===== src/hw/rtl/keyword_operator_lexer_assert.svh =====
// Assertion macros used by the lexer top level.
// Each macro expects clk and arst_n in the scope where it is used.
`ifndef KEYWORD_OPERATOR_LEXER_ASSERT_SVH
`define KEYWORD_OPERATOR_LEXER_ASSERT_SVH

// Same-cycle implication, disabled while reset is asserted
`define KLEX_ASSERT_IMPL(name, pre, post, msg) \
	name: assert property (@(posedge clk) disable iff (!arst_n) (pre) |-> (post)) \
		else $error(msg);

// Next-cycle implication, disabled while reset is asserted
`define KLEX_ASSERT_NEXT(name, pre, post, msg) \
	name: assert property (@(posedge clk) disable iff (!arst_n) (pre) |=> (post)) \
		else $error(msg);

`endif


===== src/hw/rtl/klex_pkg.sv =====
// Shared types and constants of the keyword/operator lexer.
// No dependencies; used by klex_front, klex_back and keyword_operator_lexer.
package klex_pkg;

	localparam int TEXT_DEPTH  = 32;
	localparam int QUEUE_DEPTH = 4;

	// Character class of the open token
	typedef enum logic [2:0] {
		CLS_IDLE,
		CLS_NUM,
		CLS_WORD,
		CLS_OP,
		CLS_STR,
		CLS_OTHER
	} class_t;

	// Latched command mode for typing '='
	typedef enum logic [1:0] {
		MODE_NONE,
		MODE_IF,
		MODE_LET
	} mode_t;

	// Front-end sequencer states
	typedef enum logic {
		FE_RUN,
		FE_EOL
	} fe_state_t;

	// Token kinds as they appear on the output
	typedef enum logic [4:0] {
		KIND_NUM     = 5'd0,
		KIND_STR     = 5'd1,
		KIND_VAR     = 5'd2,
		KIND_IF      = 5'd3,
		KIND_THEN    = 5'd4,
		KIND_LET     = 5'd5,
		KIND_GOTO    = 5'd6,
		KIND_LIST    = 5'd7,
		KIND_RUN     = 5'd8,
		KIND_END     = 5'd9,
		KIND_PRINT   = 5'd10,
		KIND_INPUT   = 5'd11,
		KIND_MUL     = 5'd12,
		KIND_DIV     = 5'd13,
		KIND_ADD     = 5'd14,
		KIND_SUB     = 5'd15,
		KIND_COMMA   = 5'd16,
		KIND_NE      = 5'd17,
		KIND_LT      = 5'd18,
		KIND_GT      = 5'd19,
		KIND_LE      = 5'd20,
		KIND_GE      = 5'd21,
		KIND_LPAREN  = 5'd22,
		KIND_RPAREN  = 5'd23,
		KIND_EQ      = 5'd24,
		KIND_ASSIGN  = 5'd25,
		KIND_UNTYPED = 5'd26
	} kind_t;

	// Precedence levels
	localparam logic [2:0] PREC_NONE    = 3'd0;
	localparam logic [2:0] PREC_MULDIV  = 3'd1;
	localparam logic [2:0] PREC_ADDSUB  = 3'd2;
	localparam logic [2:0] PREC_COMPARE = 3'd3;
	localparam logic [2:0] PREC_ASSIGN  = 3'd4;
	localparam logic [2:0] PREC_KEYWORD = 3'd6;

	// Token descriptor handed from front to back (length travels beside it)
	typedef struct packed {
		kind_t      kind;
		logic [2:0] prec;
		logic       ovf;       // text was cut at the buffer depth
		logic       empty;     // empty string, no stored text
		logic       last_run;  // final token caused by its input byte
		logic       bank;      // text buffer bank holding the bytes
	} desc_t;

	// Per-beat output attributes
	typedef struct packed {
		kind_t      kind;
		logic [2:0] prec;
		logic       bvalid;
		logic       last_tok;
		logic       trunc;
		logic       last_run;
	} beat_meta_t;

endpackage


===== src/hw/rtl/klex_queue.sv =====
// Small descriptor FIFO between the lexer front and back.
// Generic width and depth; no package dependencies.
module klex_queue #(
	parameter int WIDTH = 8,
	parameter int DEPTH = 4
) (
	input  logic             clk,
	input  logic             arst_n,
	input  logic             push,
	input  logic [WIDTH-1:0] push_data,
	output logic             full,
	input  logic             pop,
	output logic [WIDTH-1:0] pop_data,
	output logic             empty
);

	localparam int PTR_W = (DEPTH > 1) ? $clog2(DEPTH) : 1;
	localparam int CNT_W = $clog2(DEPTH + 1);

	logic [WIDTH-1:0] store_q [DEPTH];
	logic [PTR_W-1:0] wr_ptr_q;
	logic [PTR_W-1:0] rd_ptr_q;
	logic [CNT_W-1:0] count_q;

	assign full     = (count_q == CNT_W'(DEPTH));
	assign empty    = (count_q == '0);
	assign pop_data = store_q[rd_ptr_q];

	// Pointers and fill count
	always_ff @(posedge clk or negedge arst_n) begin
		if (!arst_n) begin
			wr_ptr_q <= '0;
			rd_ptr_q <= '0;
			count_q  <= '0;
		end else begin
			if (push) begin
				wr_ptr_q <= (wr_ptr_q == PTR_W'(DEPTH - 1)) ? '0 : wr_ptr_q + PTR_W'(1);
			end
			if (pop) begin
				rd_ptr_q <= (rd_ptr_q == PTR_W'(DEPTH - 1)) ? '0 : rd_ptr_q + PTR_W'(1);
			end
			if (push && !pop) begin
				count_q <= count_q + CNT_W'(1);
			end else if (pop && !push) begin
				count_q <= count_q - CNT_W'(1);
			end
		end
	end

	// Entry storage
	always_ff @(posedge clk) begin
		if (push) begin
			store_q[wr_ptr_q] <= push_data;
		end
	end

endmodule


===== src/hw/rtl/klex_front.sv =====
// Lexer front: classifies input bytes, tracks the open token, fills the
// text buffer and types each closed token. Depends on klex_pkg.
module klex_front #(
	parameter int TEXT_DEPTH = klex_pkg::TEXT_DEPTH
) (
	input  logic                            clk,
	input  logic                            arst_n,
	// byte input
	input  logic                            in_valid,
	output logic                            in_ready,
	input  logic [7:0]                      in_char,
	input  logic                            in_eol,
	// descriptor queue
	output logic                            push,
	output klex_pkg::desc_t                 push_desc,
	output logic [$clog2(TEXT_DEPTH+1)-1:0] push_len,
	input  logic                            q_full,
	// text buffer write port
	output logic                            wr_en,
	output logic                            wr_bank,
	output logic [$clog2(TEXT_DEPTH)-1:0]   wr_idx,
	output logic [7:0]                      wr_data,
	// bank release from the back
	input  logic                            rel_valid,
	input  logic                            rel_bank
);

	localparam int LEN_W      = $clog2(TEXT_DEPTH + 1);
	localparam int IDX_W      = $clog2(TEXT_DEPTH);
	localparam int KW_LEN     = 33;
	localparam int KW_COUNT   = 9;
	localparam int PREFIX_LEN = 5;
	localparam int PRE_IDX_W  = $clog2(PREFIX_LEN);

	localparam logic [8*KW_LEN-1:0] KW_TEXT = "IFTHENLETGOTOPRINTENDRUNLISTINPUT";

	// Keywords padded to the prefix length, in priority order
	localparam logic [8*PREFIX_LEN-1:0] KW_NAME [KW_COUNT] = '{
		"IF   ", "THEN ", "LET  ", "GOTO ", "LIST ", "RUN  ", "END  ", "PRINT", "INPUT"
	};
	localparam int KW_SIZE [KW_COUNT] = '{2, 4, 3, 4, 4, 3, 3, 5, 5};
	localparam klex_pkg::kind_t KW_KIND [KW_COUNT] = '{
		klex_pkg::KIND_IF, klex_pkg::KIND_THEN, klex_pkg::KIND_LET,
		klex_pkg::KIND_GOTO, klex_pkg::KIND_LIST, klex_pkg::KIND_RUN,
		klex_pkg::KIND_END, klex_pkg::KIND_PRINT, klex_pkg::KIND_INPUT
	};

	localparam logic [7:0] CH_STAR   = 8'h2A;
	localparam logic [7:0] CH_SLASH  = 8'h2F;
	localparam logic [7:0] CH_PLUS   = 8'h2B;
	localparam logic [7:0] CH_MINUS  = 8'h2D;
	localparam logic [7:0] CH_LT     = 8'h3C;
	localparam logic [7:0] CH_GT     = 8'h3E;
	localparam logic [7:0] CH_EQUAL  = 8'h3D;
	localparam logic [7:0] CH_COMMA  = 8'h2C;
	localparam logic [7:0] CH_LPAREN = 8'h28;
	localparam logic [7:0] CH_RPAREN = 8'h29;
	localparam logic [7:0] CH_QUOTE  = 8'h22;

	function automatic logic is_upper(input logic [7:0] c);
		return c inside {[8'h41:8'h5A]};
	endfunction

	function automatic klex_pkg::class_t byte_class(input logic [7:0] c);
		klex_pkg::class_t cls;
		if (c inside {[8'h30:8'h39]}) begin
			cls = klex_pkg::CLS_NUM;
		end else if (c inside {[8'h41:8'h5A], [8'h61:8'h7A]}) begin
			cls = klex_pkg::CLS_WORD;
		end else if (c inside {CH_STAR, CH_SLASH, CH_PLUS, CH_MINUS, CH_LT, CH_GT,
				CH_EQUAL, CH_COMMA, CH_LPAREN, CH_RPAREN}) begin
			cls = klex_pkg::CLS_OP;
		end else if (c == CH_QUOTE) begin
			cls = klex_pkg::CLS_STR;
		end else begin
			cls = klex_pkg::CLS_OTHER;
		end
		return cls;
	endfunction

	// One bit per place in the keyword string that holds this letter
	function automatic logic [KW_LEN-1:0] position_bits(input logic [7:0] c);
		logic [KW_LEN-1:0] m;
		m = '0;
		for (int p = 0; p < KW_LEN; p++) begin
			if (KW_TEXT[8*(KW_LEN-1-p) +: 8] == c) begin
				m[p] = 1'b1;
			end
		end
		return m;
	endfunction

	klex_pkg::fe_state_t st_q, st_d;
	klex_pkg::class_t    cls_q, cls_d;
	klex_pkg::mode_t     mode_q, mode_d;
	logic [LEN_W-1:0]    len_q, len_d;
	logic [KW_LEN-1:0]   mask_q, mask_d;
	logic                ovf_q, ovf_d;
	logic                wb_q, wb_d;
	logic [1:0]          busy_q, busy_d;
	logic [7:0]          pre_q [PREFIX_LEN];
	logic [7:0]          pre_d [PREFIX_LEN];

	// close of the open token, from the registered state
	logic                cl_emit;
	logic                cl_empty;
	klex_pkg::kind_t     cl_kind;
	logic [2:0]          cl_prec;
	klex_pkg::mode_t     cl_mode;
	logic                kw_hit;
	klex_pkg::kind_t     kw_kind;
	logic [7:0]          op_b;

	// per-byte decisions
	klex_pkg::class_t    in_cls;
	klex_pkg::class_t    cls_after;
	logic                d_close;
	logic                d_append;
	logic                d_start;
	logic                d_extend;
	logic                push_now;
	logic                toggle;
	logic                app_bank;
	logic                go_eol;
	logic                new_emit;
	logic [LEN_W-1:0]    len_base;
	logic                acc;

	// Keyword prefix search, lowest entry wins
	always_comb begin
		logic match;
		kw_hit  = 1'b0;
		kw_kind = klex_pkg::KIND_UNTYPED;
		for (int k = KW_COUNT - 1; k >= 0; k--) begin
			match = (int'(len_q) >= KW_SIZE[k]);
			for (int j = 0; j < PREFIX_LEN; j++) begin
				if (j < KW_SIZE[k] && pre_q[j] != KW_NAME[k][8*(PREFIX_LEN-1-j) +: 8]) begin
					match = 1'b0;
				end
			end
			if (match) begin
				kw_hit  = 1'b1;
				kw_kind = KW_KIND[k];
			end
		end
	end

	// Typing of the token being closed
	always_comb begin
		cl_emit  = 1'b0;
		cl_empty = 1'b0;
		cl_kind  = klex_pkg::KIND_UNTYPED;
		cl_prec  = klex_pkg::PREC_NONE;
		cl_mode  = mode_q;
		op_b     = (len_q > LEN_W'(1)) ? pre_q[1] : 8'h00;
		case (cls_q)
			klex_pkg::CLS_NUM: begin
				cl_emit = 1'b1;
				cl_kind = klex_pkg::KIND_NUM;
			end
			klex_pkg::CLS_WORD: begin
				if (mask_q != '0 && kw_hit) begin
					cl_emit = 1'b1;
					cl_kind = kw_kind;
					cl_prec = klex_pkg::PREC_KEYWORD;
					if (kw_kind == klex_pkg::KIND_IF) begin
						cl_mode = klex_pkg::MODE_IF;
					end else if (kw_kind == klex_pkg::KIND_LET) begin
						cl_mode = klex_pkg::MODE_LET;
					end
				end else if (len_q == LEN_W'(1) && is_upper(pre_q[0])) begin
					cl_emit = 1'b1;
					cl_kind = klex_pkg::KIND_VAR;
				end
			end
			klex_pkg::CLS_OP: begin
				cl_emit = (len_q != '0);
				if (pre_q[0] == CH_STAR) begin
					cl_kind = klex_pkg::KIND_MUL;
					cl_prec = klex_pkg::PREC_MULDIV;
				end else if (pre_q[0] == CH_SLASH) begin
					cl_kind = klex_pkg::KIND_DIV;
					cl_prec = klex_pkg::PREC_MULDIV;
				end else if (pre_q[0] == CH_PLUS) begin
					cl_kind = klex_pkg::KIND_ADD;
					cl_prec = klex_pkg::PREC_ADDSUB;
				end else if (pre_q[0] == CH_COMMA) begin
					cl_kind = klex_pkg::KIND_COMMA;
					cl_prec = klex_pkg::PREC_KEYWORD;
				end else if (pre_q[0] == CH_MINUS) begin
					cl_kind = klex_pkg::KIND_SUB;
					cl_prec = klex_pkg::PREC_ADDSUB;
				end else if (pre_q[0] == CH_LT && op_b == CH_GT) begin
					cl_kind = klex_pkg::KIND_NE;
					cl_prec = klex_pkg::PREC_COMPARE;
				end else if (pre_q[0] == CH_LT && op_b == CH_EQUAL) begin
					cl_kind = klex_pkg::KIND_LE;
					cl_prec = klex_pkg::PREC_COMPARE;
				end else if (pre_q[0] == CH_GT && op_b == CH_EQUAL) begin
					cl_kind = klex_pkg::KIND_GE;
					cl_prec = klex_pkg::PREC_COMPARE;
				end else if (pre_q[0] == CH_LT) begin
					cl_kind = klex_pkg::KIND_LT;
					cl_prec = klex_pkg::PREC_COMPARE;
				end else if (pre_q[0] == CH_GT) begin
					cl_kind = klex_pkg::KIND_GT;
					cl_prec = klex_pkg::PREC_COMPARE;
				end else if (pre_q[0] == CH_LPAREN) begin
					cl_kind = klex_pkg::KIND_LPAREN;
				end else if (pre_q[0] == CH_RPAREN) begin
					cl_kind = klex_pkg::KIND_RPAREN;
				end else if (mode_q == klex_pkg::MODE_IF) begin
					cl_kind = klex_pkg::KIND_EQ;
					cl_prec = klex_pkg::PREC_COMPARE;
					cl_mode = klex_pkg::MODE_NONE;
				end else if (mode_q == klex_pkg::MODE_LET) begin
					cl_kind = klex_pkg::KIND_ASSIGN;
					cl_prec = klex_pkg::PREC_ASSIGN;
					cl_mode = klex_pkg::MODE_NONE;
				end
			end
			klex_pkg::CLS_STR: begin
				cl_emit  = 1'b1;
				cl_kind  = klex_pkg::KIND_STR;
				cl_empty = (len_q == '0);
			end
			default: begin
			end
		endcase
	end

	// What the incoming byte does to the open token
	always_comb begin
		in_cls    = byte_class(in_char);
		d_close   = 1'b0;
		d_append  = 1'b0;
		d_start   = 1'b0;
		d_extend  = 1'b0;
		cls_after = klex_pkg::CLS_IDLE;
		if (cls_q == klex_pkg::CLS_STR) begin
			if (in_char == CH_QUOTE) begin
				d_close = 1'b1;
			end else begin
				d_append  = 1'b1;
				cls_after = klex_pkg::CLS_STR;
			end
		end else if (cls_q != klex_pkg::CLS_IDLE && in_cls == cls_q) begin
			d_extend  = 1'b1;
			d_append  = 1'b1;
			cls_after = cls_q;
		end else begin
			d_close = (cls_q != klex_pkg::CLS_IDLE);
			if (in_cls inside {klex_pkg::CLS_NUM, klex_pkg::CLS_WORD, klex_pkg::CLS_OP}) begin
				d_start   = 1'b1;
				d_append  = 1'b1;
				cls_after = in_cls;
			end else if (in_cls == klex_pkg::CLS_STR) begin
				d_start   = 1'b1;
				cls_after = klex_pkg::CLS_STR;
			end
		end
		push_now = d_close && cl_emit;
		toggle   = push_now && !cl_empty;
		app_bank = wb_q ^ toggle;
		len_base = d_close ? '0 : len_q;
		go_eol   = in_eol && (cls_after != klex_pkg::CLS_IDLE);
		// a token opened by this byte and closed by end of line: does it emit
		new_emit = (in_cls inside {klex_pkg::CLS_NUM, klex_pkg::CLS_OP, klex_pkg::CLS_STR}) ||
			(in_cls == klex_pkg::CLS_WORD && is_upper(in_char));
	end

	// Next state and outputs
	always_comb begin
		st_d      = st_q;
		cls_d     = cls_q;
		mode_d    = mode_q;
		len_d     = len_q;
		mask_d    = mask_q;
		ovf_d     = ovf_q;
		wb_d      = wb_q;
		busy_d    = busy_q;
		pre_d     = pre_q;
		in_ready  = 1'b0;
		acc       = 1'b0;
		push      = 1'b0;
		push_len  = len_q;
		push_desc = '{kind: cl_kind, prec: cl_prec, ovf: ovf_q, empty: cl_empty,
			last_run: 1'b1, bank: wb_q};
		wr_en     = 1'b0;
		wr_bank   = app_bank;
		wr_idx    = len_base[IDX_W-1:0];
		wr_data   = in_char;

		if (rel_valid) begin
			busy_d[rel_bank] = 1'b0;
		end

		case (st_q)
			klex_pkg::FE_RUN: begin
				in_ready = !(push_now && q_full) && !(d_append && busy_q[app_bank]);
				acc      = in_valid && in_ready;
				if (acc) begin
					push               = push_now;
					push_desc.last_run = !(go_eol && new_emit);
					if (d_close) begin
						mode_d = cl_mode;
						len_d  = '0;
						ovf_d  = 1'b0;
						mask_d = '1;
					end
					if (toggle) begin
						busy_d[wb_q] = 1'b1;
						wb_d         = ~wb_q;
					end
					cls_d = cls_after;
					if (d_start && in_cls == klex_pkg::CLS_WORD) begin
						mask_d = position_bits(in_char);
					end
					if (d_extend && cls_q == klex_pkg::CLS_WORD) begin
						mask_d = (mask_q << 1) & position_bits(in_char);
					end
					if (d_append) begin
						if (len_base < TEXT_DEPTH) begin
							wr_en = 1'b1;
							len_d = len_base + LEN_W'(1);
							if (len_base < PREFIX_LEN) begin
								pre_d[len_base[PRE_IDX_W-1:0]] = in_char;
							end
						end else begin
							ovf_d = 1'b1;
						end
					end
					if (go_eol) begin
						st_d = klex_pkg::FE_EOL;
					end
				end
			end
			klex_pkg::FE_EOL: begin
				// end of line closes the token opened or extended by the last byte
				if (!(cl_emit && q_full)) begin
					push   = cl_emit;
					mode_d = cl_mode;
					if (cl_emit && !cl_empty) begin
						busy_d[wb_q] = 1'b1;
						wb_d         = ~wb_q;
					end
					cls_d  = klex_pkg::CLS_IDLE;
					len_d  = '0;
					ovf_d  = 1'b0;
					mask_d = '1;
					st_d   = klex_pkg::FE_RUN;
				end
			end
			default: begin
				st_d = klex_pkg::FE_RUN;
			end
		endcase
	end

	// Control registers
	always_ff @(posedge clk or negedge arst_n) begin
		if (!arst_n) begin
			st_q   <= klex_pkg::FE_RUN;
			cls_q  <= klex_pkg::CLS_IDLE;
			mode_q <= klex_pkg::MODE_NONE;
			len_q  <= '0;
			mask_q <= '1;
			ovf_q  <= 1'b0;
			wb_q   <= 1'b0;
			busy_q <= '0;
		end else begin
			st_q   <= st_d;
			cls_q  <= cls_d;
			mode_q <= mode_d;
			len_q  <= len_d;
			mask_q <= mask_d;
			ovf_q  <= ovf_d;
			wb_q   <= wb_d;
			busy_q <= busy_d;
		end
	end

	// Leading bytes of the token, for keyword and operator typing
	always_ff @(posedge clk) begin
		pre_q <= pre_d;
	end

endmodule


===== src/hw/rtl/klex_back.sv =====
// Lexer back: owns the two-bank text buffer and plays each queued token
// out one stored byte per beat. Depends on klex_pkg.
module klex_back #(
	parameter int TEXT_DEPTH = klex_pkg::TEXT_DEPTH
) (
	input  logic                            clk,
	input  logic                            arst_n,
	// descriptor queue
	input  logic                            q_empty,
	input  klex_pkg::desc_t                 q_desc,
	input  logic [$clog2(TEXT_DEPTH+1)-1:0] q_len,
	output logic                            q_pop,
	// text buffer write port
	input  logic                            wr_en,
	input  logic                            wr_bank,
	input  logic [$clog2(TEXT_DEPTH)-1:0]   wr_idx,
	input  logic [7:0]                      wr_data,
	// bank release to the front
	output logic                            rel_valid,
	output logic                            rel_bank,
	// result beats
	output logic                            out_valid,
	input  logic                            out_ready,
	output klex_pkg::beat_meta_t            out_meta,
	output logic [7:0]                      out_byte
);

	localparam int LEN_W = $clog2(TEXT_DEPTH + 1);
	localparam int IDX_W = $clog2(TEXT_DEPTH);

	logic [7:0]           text_mem [2][TEXT_DEPTH];

	logic                 cur_valid_q;
	klex_pkg::desc_t      cur_desc_q;
	logic [LEN_W-1:0]     cur_len_q;
	logic [IDX_W-1:0]     idx_q;

	logic                 valid_s1;
	klex_pkg::beat_meta_t meta_s1;
	logic [7:0]           rd_data_s1;
	logic                 valid_s2;
	klex_pkg::beat_meta_t meta_s2;
	logic [7:0]           byte_s2;

	logic                 move_s1;
	logic                 issue;
	logic                 last_beat;
	klex_pkg::beat_meta_t issue_meta;

	// Read issue and stage advance
	always_comb begin
		q_pop     = !cur_valid_q && !q_empty;
		move_s1   = valid_s1 && (!valid_s2 || out_ready);
		issue     = cur_valid_q && (!valid_s1 || move_s1);
		last_beat = cur_desc_q.empty || ((LEN_W'(idx_q) + LEN_W'(1)) == cur_len_q);
		rel_valid = issue && last_beat && !cur_desc_q.empty;
		rel_bank  = cur_desc_q.bank;
		issue_meta = '{kind: cur_desc_q.kind, prec: cur_desc_q.prec,
			bvalid: !cur_desc_q.empty, last_tok: last_beat,
			trunc: last_beat && cur_desc_q.ovf,
			last_run: last_beat && cur_desc_q.last_run};
	end

	assign out_valid = valid_s2;
	assign out_meta  = meta_s2;
	assign out_byte  = byte_s2;

	// Control registers
	always_ff @(posedge clk or negedge arst_n) begin
		if (!arst_n) begin
			cur_valid_q <= 1'b0;
			valid_s1    <= 1'b0;
			valid_s2    <= 1'b0;
		end else begin
			if (q_pop) begin
				cur_valid_q <= 1'b1;
			end else if (issue && last_beat) begin
				cur_valid_q <= 1'b0;
			end
			if (issue) begin
				valid_s1 <= 1'b1;
			end else if (move_s1) begin
				valid_s1 <= 1'b0;
			end
			if (move_s1) begin
				valid_s2 <= 1'b1;
			end else if (out_ready) begin
				valid_s2 <= 1'b0;
			end
		end
	end

	// Token being played out
	always_ff @(posedge clk) begin
		if (q_pop) begin
			cur_desc_q <= q_desc;
			cur_len_q  <= q_len;
			idx_q      <= '0;
		end else if (issue) begin
			idx_q <= idx_q + IDX_W'(1);
		end
	end

	// Text buffer write
	always_ff @(posedge clk) begin
		if (wr_en) begin
			text_mem[wr_bank][wr_idx] <= wr_data;
		end
	end

	// Text buffer read and output stages
	always_ff @(posedge clk) begin
		if (issue) begin
			rd_data_s1 <= text_mem[cur_desc_q.bank][idx_q];
			meta_s1    <= issue_meta;
		end
		if (move_s1) begin
			meta_s2 <= meta_s1;
			byte_s2 <= meta_s1.bvalid ? rd_data_s1 : 8'h00;
		end
	end

endmodule


===== src/hw/rtl/keyword_operator_lexer.sv =====
// Keyword/operator lexer, top level: front, descriptor queue and back.
// Depends on klex_pkg, klex_front, klex_queue, klex_back and the assert header.
//
// Takes one source byte per beat and returns each finished token one stored
// text byte per beat. A line's final byte that leaves a token open holds the
// input while end of line closes that token. The front stalls while the
// four-entry descriptor queue is full or while the text buffer bank it must
// write is still being played out. The back has one read port on a two-bank
// text buffer: it gives one result beat per cycle while the receiver is ready
// and a token is loaded, and loads each token from the queue before it plays
// out that token's bytes.
`include "keyword_operator_lexer_assert.svh"

module keyword_operator_lexer #(
	parameter int TEXT_DEPTH = klex_pkg::TEXT_DEPTH
) (
	input  logic        clk,
	input  logic        arst_n,
	input  logic        s_tvalid,
	output logic        s_tready,
	input  logic [7:0]  s_tdata,   // [7:0] text_char
	input  logic        s_tlast,   // end_of_line
	output logic        m_tvalid,
	input  logic        m_tready,
	output logic [15:0] m_tdata,   // [2:0] precedence, [10:3] text_byte, [15:11] zero
	output logic [7:0]  m_tuser,   // [4:0] token_kind, [5] byte_valid,
	                               // [6] text_truncated, [7] last_of_run
	output logic        m_tlast    // last_of_token
);

	localparam int LEN_W  = $clog2(TEXT_DEPTH + 1);
	localparam int IDX_W  = $clog2(TEXT_DEPTH);
	localparam int DESC_W = $bits(klex_pkg::desc_t);
	localparam int Q_W    = DESC_W + LEN_W;

	logic                 q_push;
	klex_pkg::desc_t      push_desc;
	logic [LEN_W-1:0]     push_len;
	logic                 q_full;
	logic                 q_pop;
	logic                 q_empty;
	logic [Q_W-1:0]       q_head;
	logic                 wr_en;
	logic                 wr_bank;
	logic [IDX_W-1:0]     wr_idx;
	logic [7:0]           wr_data;
	logic                 rel_valid;
	logic                 rel_bank;
	klex_pkg::beat_meta_t out_meta;
	logic [7:0]           out_byte;
	logic                 empty_beat;

	klex_front #(
		.TEXT_DEPTH(TEXT_DEPTH)
	) u_front (
		.clk      (clk),
		.arst_n   (arst_n),
		.in_valid (s_tvalid),
		.in_ready (s_tready),
		.in_char  (s_tdata),
		.in_eol   (s_tlast),
		.push     (q_push),
		.push_desc(push_desc),
		.push_len (push_len),
		.q_full   (q_full),
		.wr_en    (wr_en),
		.wr_bank  (wr_bank),
		.wr_idx   (wr_idx),
		.wr_data  (wr_data),
		.rel_valid(rel_valid),
		.rel_bank (rel_bank)
	);

	klex_queue #(
		.WIDTH(Q_W),
		.DEPTH(klex_pkg::QUEUE_DEPTH)
	) u_queue (
		.clk      (clk),
		.arst_n   (arst_n),
		.push     (q_push),
		.push_data({push_desc, push_len}),
		.full     (q_full),
		.pop      (q_pop),
		.pop_data (q_head),
		.empty    (q_empty)
	);

	klex_back #(
		.TEXT_DEPTH(TEXT_DEPTH)
	) u_back (
		.clk      (clk),
		.arst_n   (arst_n),
		.q_empty  (q_empty),
		.q_desc   (klex_pkg::desc_t'(q_head[Q_W-1:LEN_W])),
		.q_len    (q_head[LEN_W-1:0]),
		.q_pop    (q_pop),
		.wr_en    (wr_en),
		.wr_bank  (wr_bank),
		.wr_idx   (wr_idx),
		.wr_data  (wr_data),
		.rel_valid(rel_valid),
		.rel_bank (rel_bank),
		.out_valid(m_tvalid),
		.out_ready(m_tready),
		.out_meta (out_meta),
		.out_byte (out_byte)
	);

	// Pack result beats onto the stream
	assign m_tdata = {5'b0, out_byte, out_meta.prec};
	assign m_tuser = {out_meta.last_run, out_meta.trunc, out_meta.bvalid, out_meta.kind};
	assign m_tlast = out_meta.last_tok;

	// Empty-string beat on the output
	assign empty_beat = m_tvalid && !out_meta.bvalid;

	// Checks
	`KLEX_ASSERT_IMPL(a_queue_no_overflow, q_push, !q_full, "descriptor pushed into full queue")
	`KLEX_ASSERT_IMPL(a_queue_no_underflow, q_pop, !q_empty, "descriptor popped from empty queue")
	`KLEX_ASSERT_NEXT(a_single_load, q_pop, !q_pop, "second load while one is active")
	`KLEX_ASSERT_IMPL(a_bank_write_safe, rel_valid && wr_en, wr_bank != rel_bank, "bank clash")
	`KLEX_ASSERT_IMPL(a_empty_beat_last, empty_beat, m_tlast && out_byte == 8'd0, "bad empty beat")

endmodule


===== config.mk =====
export PLATFORM = sky130hd
export DESIGN_NAME = keyword_operator_lexer
export DESIGN_NICKNAME = d
export VERILOG_FILES = /design/src/hw/rtl/klex_pkg.sv /design/src/hw/rtl/klex_queue.sv /design/src/hw/rtl/klex_front.sv /design/src/hw/rtl/klex_back.sv /design/src/hw/rtl/keyword_operator_lexer.sv
export VERILOG_INCLUDE_DIRS = /design/src /design/src/hw/rtl
export SDC_FILE = /design/constraint.sdc
export NUM_CORES = 1
export LEC_CHECK = 0
export ABC_CLOCK_PERIOD_IN_PS = 5400
export BUFFER_PORTS_ARGS = -buffer_cell sky130_fd_sc_hd__clkbuf_2
export CAP_MARGIN = 5
export CORE_AREA = 2 2 251 253
export CTS_CLUSTER_SIZE = 28
export DETAILED_ROUTE_END_ITERATION = 10
export DIE_AREA = 0 0 253 255
export PLACE_DENSITY_LB_ADDON = 0.08
export SLEW_MARGIN = 20
export SYNTH_ARGS = -nofsm -noshare
export SYNTH_HDL_FRONTEND = slang
export SYNTH_SLANG_ARGS = --single-unit

===== constraint.sdc =====
create_clock -name clk -period 5.4 [get_ports clk]
set_clock_uncertainty 0.15 [all_clocks]
set_input_delay 1.08 -clock clk [delete_from_list [all_inputs] [get_ports clk]]
set_output_delay 1.08 -clock clk [all_outputs]
set_load 0.05 [all_outputs]

==> results of run 1 <==
==> logic make-up (layout without fill, tap and decap cells) <==
kind of cell    Yosys count  count (layout)  share of synthesized area (%)
buf+inv                 121             343                           1.61
flops                   746             746                           71.9
simple gates            400             400                           7.17
compound gates          189             189                           4.48
xor+xnor                 15              15                          0.428
other cells               1               5                         0.0122
mux                     202             202                           13.7
fa+ha+maj                15              15                          0.636
==> layer usage <==
layer  vias up  GRT usage (%)  share of wire [%]
li1       7253              -                  -
met1      8642           33.7                 44
met2       503           36.3                 48
met3        95           3.61                5.6
met4         6           6.69                2.2
met5         -              0              0.055
==> where the power goes <==
part           switching (mW)  internal [mW]  leakage (nW)
Sequential              0.353           6.89          6.92
Combinational            2.25           1.77          3.40
Clock                    2.20           3.09          1.25
==> cells in the final DEF, fill, tap and decap left out, types with 6 or more instances in the layout <==
cell type	count
dfrtp_1	26
o211ai_1	9
clkinv_2	18
clkbuf_1	19
dfstp_2	33
o221ai_1	9
nand2_1	67
a21oi_1	27
nor3b_1	12
and2_1	23
o21ai_1	6
o2111ai_1	8
edfxtp_1	682
clkinv_1	11
nor2_1	75
o22ai_1	7
o21ai_0	39
bufinv_16	8
or2_2	7
mux2i_1	20
a21o_1	6
nand3_1	21
xnor2_1	9
nor4_1	25
or3_1	15
clkbuf_16	78
inv_1	23
and3_1	6
nand2b_1	10
nor3_1	58
nand4_1	23
nor4bb_1	8
ha_1	14
nor2b_1	9
buf_4	133
buf_12	11
clkbuf_2	30
mux4_2	174
a2bb2oi_1	33
==> critical path, delay by kind of cell <==
family                 cells  cell delay [ns]
AND/OR/NAND/NOR            4             1.21
buffers and inverters      4             0.80
AO/OA/AOI/OAI              3             0.99
==> worst paths after layout <==
path	endpoint	startpoint	slack [ns]
setup reg to reg	u_front.pre_q[8]	u_front.push_len[4]	0.82
max in group asynchronous	u_front.push_len[0]	arst_n	4.08
min in group asynchronous	u_back.out_valid	arst_n	0.45
hold / removal	u_back.meta_s1[5]	u_back.cur_desc_q[5]	0.27
hold reg to reg	u_back.meta_s1[5]	u_back.cur_desc_q[5]	0.27
setup / recovery	s_tready	s_tdata[6]	0.07
==> layout make-up <==
cell class,count,area (sq um)
clock inverters,43,477
repair buffers,177,1380
fillers,4709,26900
flip-flops and latches,746,22100
multi-input cells,826,8200
inverters,24,90.1
clock buffers,99,2050
well taps,799,1000
==> through the flow <==
| step | hold WS, ns | TNS (ns) |
|---|---|---|
| final | 0.266 | 0 |
| after global routing | 0.275 | -0.0218 |
| after CTS | 0.266 | 0 |
| after detailed placement | 0.257 | 0 |
| after global placement | 0.251 | 0 |
| after floorplan | 0.250 | -7.12 |
==> registers in the layout, summed over array words and instances, names as in the netlist, 2 cells and up <==
name	cells
u_back.meta_s1	12
u_queue.store_q	72
u_front.mode_q	2
u_queue.rd_ptr_q	2
u_front.cls_q	3
u_queue.count_q	3
u_front.pre_q	40
u_back.cur_len_q	6
u_back.text_mem	512
u_back.rd_data_s1	8
u_back.out_byte	8
u_front.busy_q	2
u_back.cur_desc_q	11
u_back.idx_q	5
u_queue.wr_ptr_q	2
u_front.mask_q	33
u_back.out_meta	12
u_front.push_len	6
==> impl_metrics.yaml, run 1 <==
status:
  outcome: "finished, final reports clean"
synth:
  synth_async_sr_flop_share_pct: 7.91
  synthesis.area_sq_mm: 0.0307
  number_of_synthesized_register_bits: 746
  synth_commonest_cells: "682 x edfxtp_1, 174 x mux4_2, 76 x nor2_1"
  number_of_enable_type_register_cells_in_the_synthesized_netlist: 682
  synth_cells: 1689
  synth_most_common_cell: "edfxtp_1"
  synth_area_leader_cell: "edfxtp_1"
  synth.area.top_cells: "edfxtp_1 67%, mux4_2 13%, dfstp_2 2.8%"
  synth.distinct_cells: 86
  syn-mean-instance-area_sq_um: 18.2
  postSynth.topFlopCell: "edfxtp_1"
  synth_top_area_share_pct: 66.7
  synth_sequential_area_ratio_pct: 71.9
  synthesis.yosys.warnings: 0
worst_setup_path:
  critPathSlowestCell: "a221oi_1"
  worstPathRequired_ns: 4.17
  worst-r2r-cell-count: 12
  timing.critical_path.to_type: "output pin"
  critical_path.max_fanout: 9
  worst_setup_start_kind: "input pin"
  crit_chain: "clkbuf_2, buf_4, nand2b_1, a221oi_1, a2111oi_4, nor3_1, o32ai_4, or4_4, nand4_1, inv_1, buf_12"
  cp_data_arrival_time_ns: 4.10
  worst_path_largest_cell_delay_ns: 0.72
  path_class: "input pin to output pin"
pwr:
  totalPowerFinal_mw: 16.5
  power.density_mw_per_mm2: 469
  vdd_ir_drop_max_mv: 0.324
  power_leakage_nw: 11.6
final_layout:
  number_of_antenna_diodes: 0
  fin_cells: 2714
  design.final.nets: 1880
  syn_to_final_growth_pct: 14.9
  utilization_pct: 56.8
  layout.cell_area.non_filler_sq_mm: 0.0353
  drive_above_1_share_pct: 28.0
place:
  dp_slack_ns: 0.0557
  dpl.cell_count: 2572
  gp_routability_congestion: 0.869
  io_buffers: 34
  dpl_hpwl_mm: 46.7
  placement.cell_area_sq_mm: 0.0327
flow_run:
  max-cap-violations: 0
cts:
  ctsRootBufferMaster: "clkbuf_16"
  post_cts_setup_inserts: 0
  postCtsResizedCells: 0
  clock_sinks: 746
  cts_inserted_buffers: 77
  clkSlewWorstSetupHoldPaths_ns: 0.06
  cts_hold_repair.buffers: 0
  clock_latency_ns: 0.62
  clk_path_buf_depth: 3
  ctsHtreeMaxLevel: 3
  tritoncts_clock_tree: "built"
drt:
  detail-route-antenna-nets: 0
  number_of_design_rule_violations_left_by_the_first_detailed_router_iteration: 1535
  vias_per_cell: 6.08
  drcViolationCount: 0
  dr.pass1.iters: 5
  finalWirelength_mm: 72.8
  vias: 16500
  wl_per_cell_microns: 26.8
timing:
  setup_viol: 0
  timing.final.max_slew_violations: 0
  max_freq_mhz: 188
  worst_pin_slew_ns: 1.07
  report.final.hold_viol_count: 0
  finalCriticalPeriod_ns: 5.33
  relSlewSlack_pct: 28.9
  fin_crit_sh_pct: 98.8
  final_critical_path_setup_slack_ns: 0.0667
floorplan:
  fp.dieH_microns: 255
  design.core.area_sq_mm: 0.0622
  placement_rows: 92
  floorplan.die_area_sq_mm: 0.0645
  initial_utilization_pct: 49.4
  die_width_microns: 253
  floorplan.io_pins: 40
hold_path:
  holdCritPathClass: "flip-flop to flip-flop"
  worstHoldPathCells: 0
grt:
  grt_pass1_wl_mm: 108
  globalRouteTotalUtil_pct: 23.0
  number_of_antenna_violations_at_the_first_check_in_global_routing: 6
  grt_pass1_vias: 16300
  grt_start_max_net_pins: 76
  globalRoute.totalOverflow: 0
Note: power is estimated with default switching activity, not from simulation.
==> inputs of run 2 (changes only) <==
--- a/config.mk
+++ b/config.mk
@@ -9,10 +9,10 @@
 export ABC_CLOCK_PERIOD_IN_PS = 5400
 export BUFFER_PORTS_ARGS = -buffer_cell sky130_fd_sc_hd__clkbuf_2
 export CAP_MARGIN = 5
-export CORE_AREA = 2 2 251 253
+export CORE_AREA = 4 4 253 255
 export CTS_CLUSTER_SIZE = 28
 export DETAILED_ROUTE_END_ITERATION = 10
-export DIE_AREA = 0 0 253 255
+export DIE_AREA = 0 0 257 259
 export PLACE_DENSITY_LB_ADDON = 0.08
 export SLEW_MARGIN = 20
 export SYNTH_ARGS = -nofsm -noshare
==> impl_metrics.yaml, run 2 (same netlist as run 1, synthesis figures left out) <==
floorplan:
  die_width_microns: 257
  floorplan.io_pins: 40
  fp.dieH_microns: 259
  placement_rows: 91
  design.core.area_sq_mm: 0.0616
  initial_utilization_pct: 49.9
  floorplan.die_area_sq_mm: 0.0666
worst_setup_path:
  timing.critical_path.to_type: "output pin"
  setup.reg_to_reg.worst_slack_ns: 0.60
  path_class: "flip-flop to output pin"
  worst_path_most_repeated_cell: "or4_4"
  critPathTopFamily: "simple AND/OR/NAND/NOR gates"
  worst_r2r_startpoint: "u_front.push_len[3]"
  worst_path_largest_cell_delay_ns: 0.67
  r2r_end: "u_front.pre_q[13]"
  cp_data_arrival_time_ns: 4.01
  worstPathRequired_ns: 4.17
  crit_chain: "or4_4, or2_1, or3_1, a21boi_2, o32ai_4, or4_4, nand4_1, inv_1, buf_12"
  worst-r2r-cell-count: 12
  critPathSlowestCell: "or4_4"
  worst_setup_start_kind: "flip-flop"
  critical_path.max_fanout: 14
  worstPathBufferInverterCount: 2
cts:
  ctsRootBufferMaster: "clkbuf_16"
  ctsHtreeMaxLevel: 3
  cts_hold_repair.buffers: 0
  clock_latency_ns: 0.60
  clock_sinks: 746
  clkSlewWorstSetupHoldPaths_ns: 0.06
  tritoncts_clock_tree: "built"
  cts_inserted_buffers: 77
  clk_path_buf_depth: 3
drt:
  vias: 16400
  wl_per_cell_microns: 26.4
  drcViolationCount: 0
  number_of_design_rule_violations_left_by_the_first_detailed_router_iteration: 1375
  detail-route-antenna-nets: 0
  vias_per_cell: 5.98
  finalWirelength_mm: 72.3
  dr.pass1.iters: 5
final_layout:
  fin_cells: 2743
  area_of_the_multi_input_gates_sq_mm: 0.00820
  largest_reg_flops: 512
  syn_to_final_growth_pct: 15.2
  reg.largest.list: "u_back.text_mem x512, u_queue.store_q x72, u_front.pre_q x40"
  most-common-layout-cells: "682 x edfxtp_1, 174 x mux4_2, 130 x buf_4, 80 x clkbuf_16, 75 x nor2_1"
  fillers: 4648
  regMostFlops: "u_back.text_mem"
  register_area_sq_mm: 0.0221
  design.final.nets: 1871
  utilization_pct: 57.4
  drive_above_1_share_pct: 27.8
  final_common_cell: "edfxtp_1"
pwr:
  power_leakage_nw: 11.5
  power.density_mw_per_mm2: 475
  vdd_ir_drop_max_mv: 0.266
  cell_internal_pwr_mw: 12.0
  power_switching_mw: 4.77
  p_sw_share_pct: 28.4
  pwr-share-comb_pct: 23.5
  clock_power_share_pct: 33.1
  power_frac_seq_pct: 43.3
  totalPowerFinal_mw: 16.8
hold_path:
  holdCritPathClass: "flip-flop to flip-flop"
  timing.hold.worst.start: "u_back.meta_s1[5]"
  worstHoldPathCells: 0
  min_delay_worst_endpoint: "u_back.out_meta[5]"
grt:
  grt_pass1_vias: 16300
  globalRouteTotalUtil_pct: 21.8
  globalRouteMet1Util_pct: 33.0
  globalRoute.totalOverflow: 0
  grt_pass1_wl_mm: 108
  grt_busiest_layer: "met2"
  groute.layer.met2.usage_pct: 33.6
  grt_start_max_net_pins: 92
  global_route.usage.met3_pct: 3.62
  number_of_antenna_violations_at_the_first_check_in_global_routing: 3
flow_run:
  max-cap-violations: 0
place:
  dpl.cell_count: 2601
  io_buffers: 34
  dpl_hpwl_mm: 46.2
  gp_routability_congestion: 0.898
timing:
  relSlewSlack_pct: 35.8
  setup_viol: 0
  rsz0062_at_grt: "no"
  worst_pin_slew_ns: 0.960
  fin_crit_sh_pct: 97.0
  worst_hold_slack_ns: 0.272
  timing.final.max_slew_violations: 0
  finalCriticalPeriod_ns: 5.24
  report.final.hold_viol_count: 0
  max_freq_mhz: 191
status:
  outcome: "finished, final reports clean"
==> run 2: through the flow <==
step	cell area [sq um]	worst slack, ns	setup TNS [ns]
5_1_grt	35400	0.0323	0
3_5_place_dp	32600	0.0190	0
3_3_place_gp	32600	0.0835	0
6_report	35400	0.164	0
4_1_cts	35300	0.0161	0
2_1_floorplan	30700	-0.148	-7.12
==> run 2: metal layers <==
metal / routed length (microns) / part of all wire, %
met1: 32700 / 45
met4: 1450 / 2.0
met2: 34000 / 47
met5: 0 / 0
met3: 4190 / 5.8
==> run 2: final cells by class <==
class / instances / area share [%]
Multi-Input combinational cell: 826 / 23.2
Tap cell: 837 / 2.96
Timing Repair Buffer: 168 / 3.51
Clock inverter: 47 / 1.68
Clock buffer: 94 / 5.92
Sequential cell: 746 / 62.5
Inverter: 24 / 0.255
Antenna cell: 1 / 0.00707
==> run 2: power by group through the flow <==
| stage | clock [mW] | sequential [mW] | combinational [mW] |
|---|---|---|---|
| after global placement | 0 | 7.38 | 3.98 |
| after global routing | 5.95 | 7.33 | 4.22 |
| after detailed placement | 0 | 7.39 | 4.01 |
| final | 5.56 | 7.28 | 3.95 |
| after CTS | 5.68 | 7.28 | 4.01 |
| after floorplan | 0 | 7.38 | 2.58 |
==> run 2: timing repair <==
item,4_1_cts,5_1_grt
gates resized for setup,1,5
endpoints found under the setup margin,1,1
buffers inserted,0,0
==> run 2: worst max path at each step <==
stage / cells after the start / slack (ns) / start / to
after global placement: 11 / 0.08 / s_tdata[6] / s_tready
after detailed placement: 12 / 0.02 / s_tdata[6] / u_back.text_mem[1][187]
after global routing: 9 / 0.03 / u_front.push_len[3] / s_tready
after floorplan: 14 / -0.15 / s_tdata[0] / u_back.text_mem[1][192]
after CTS: 11 / 0.02 / s_tdata[6] / s_tready
final: 9 / 0.16 / u_front.push_len[3] / s_tready
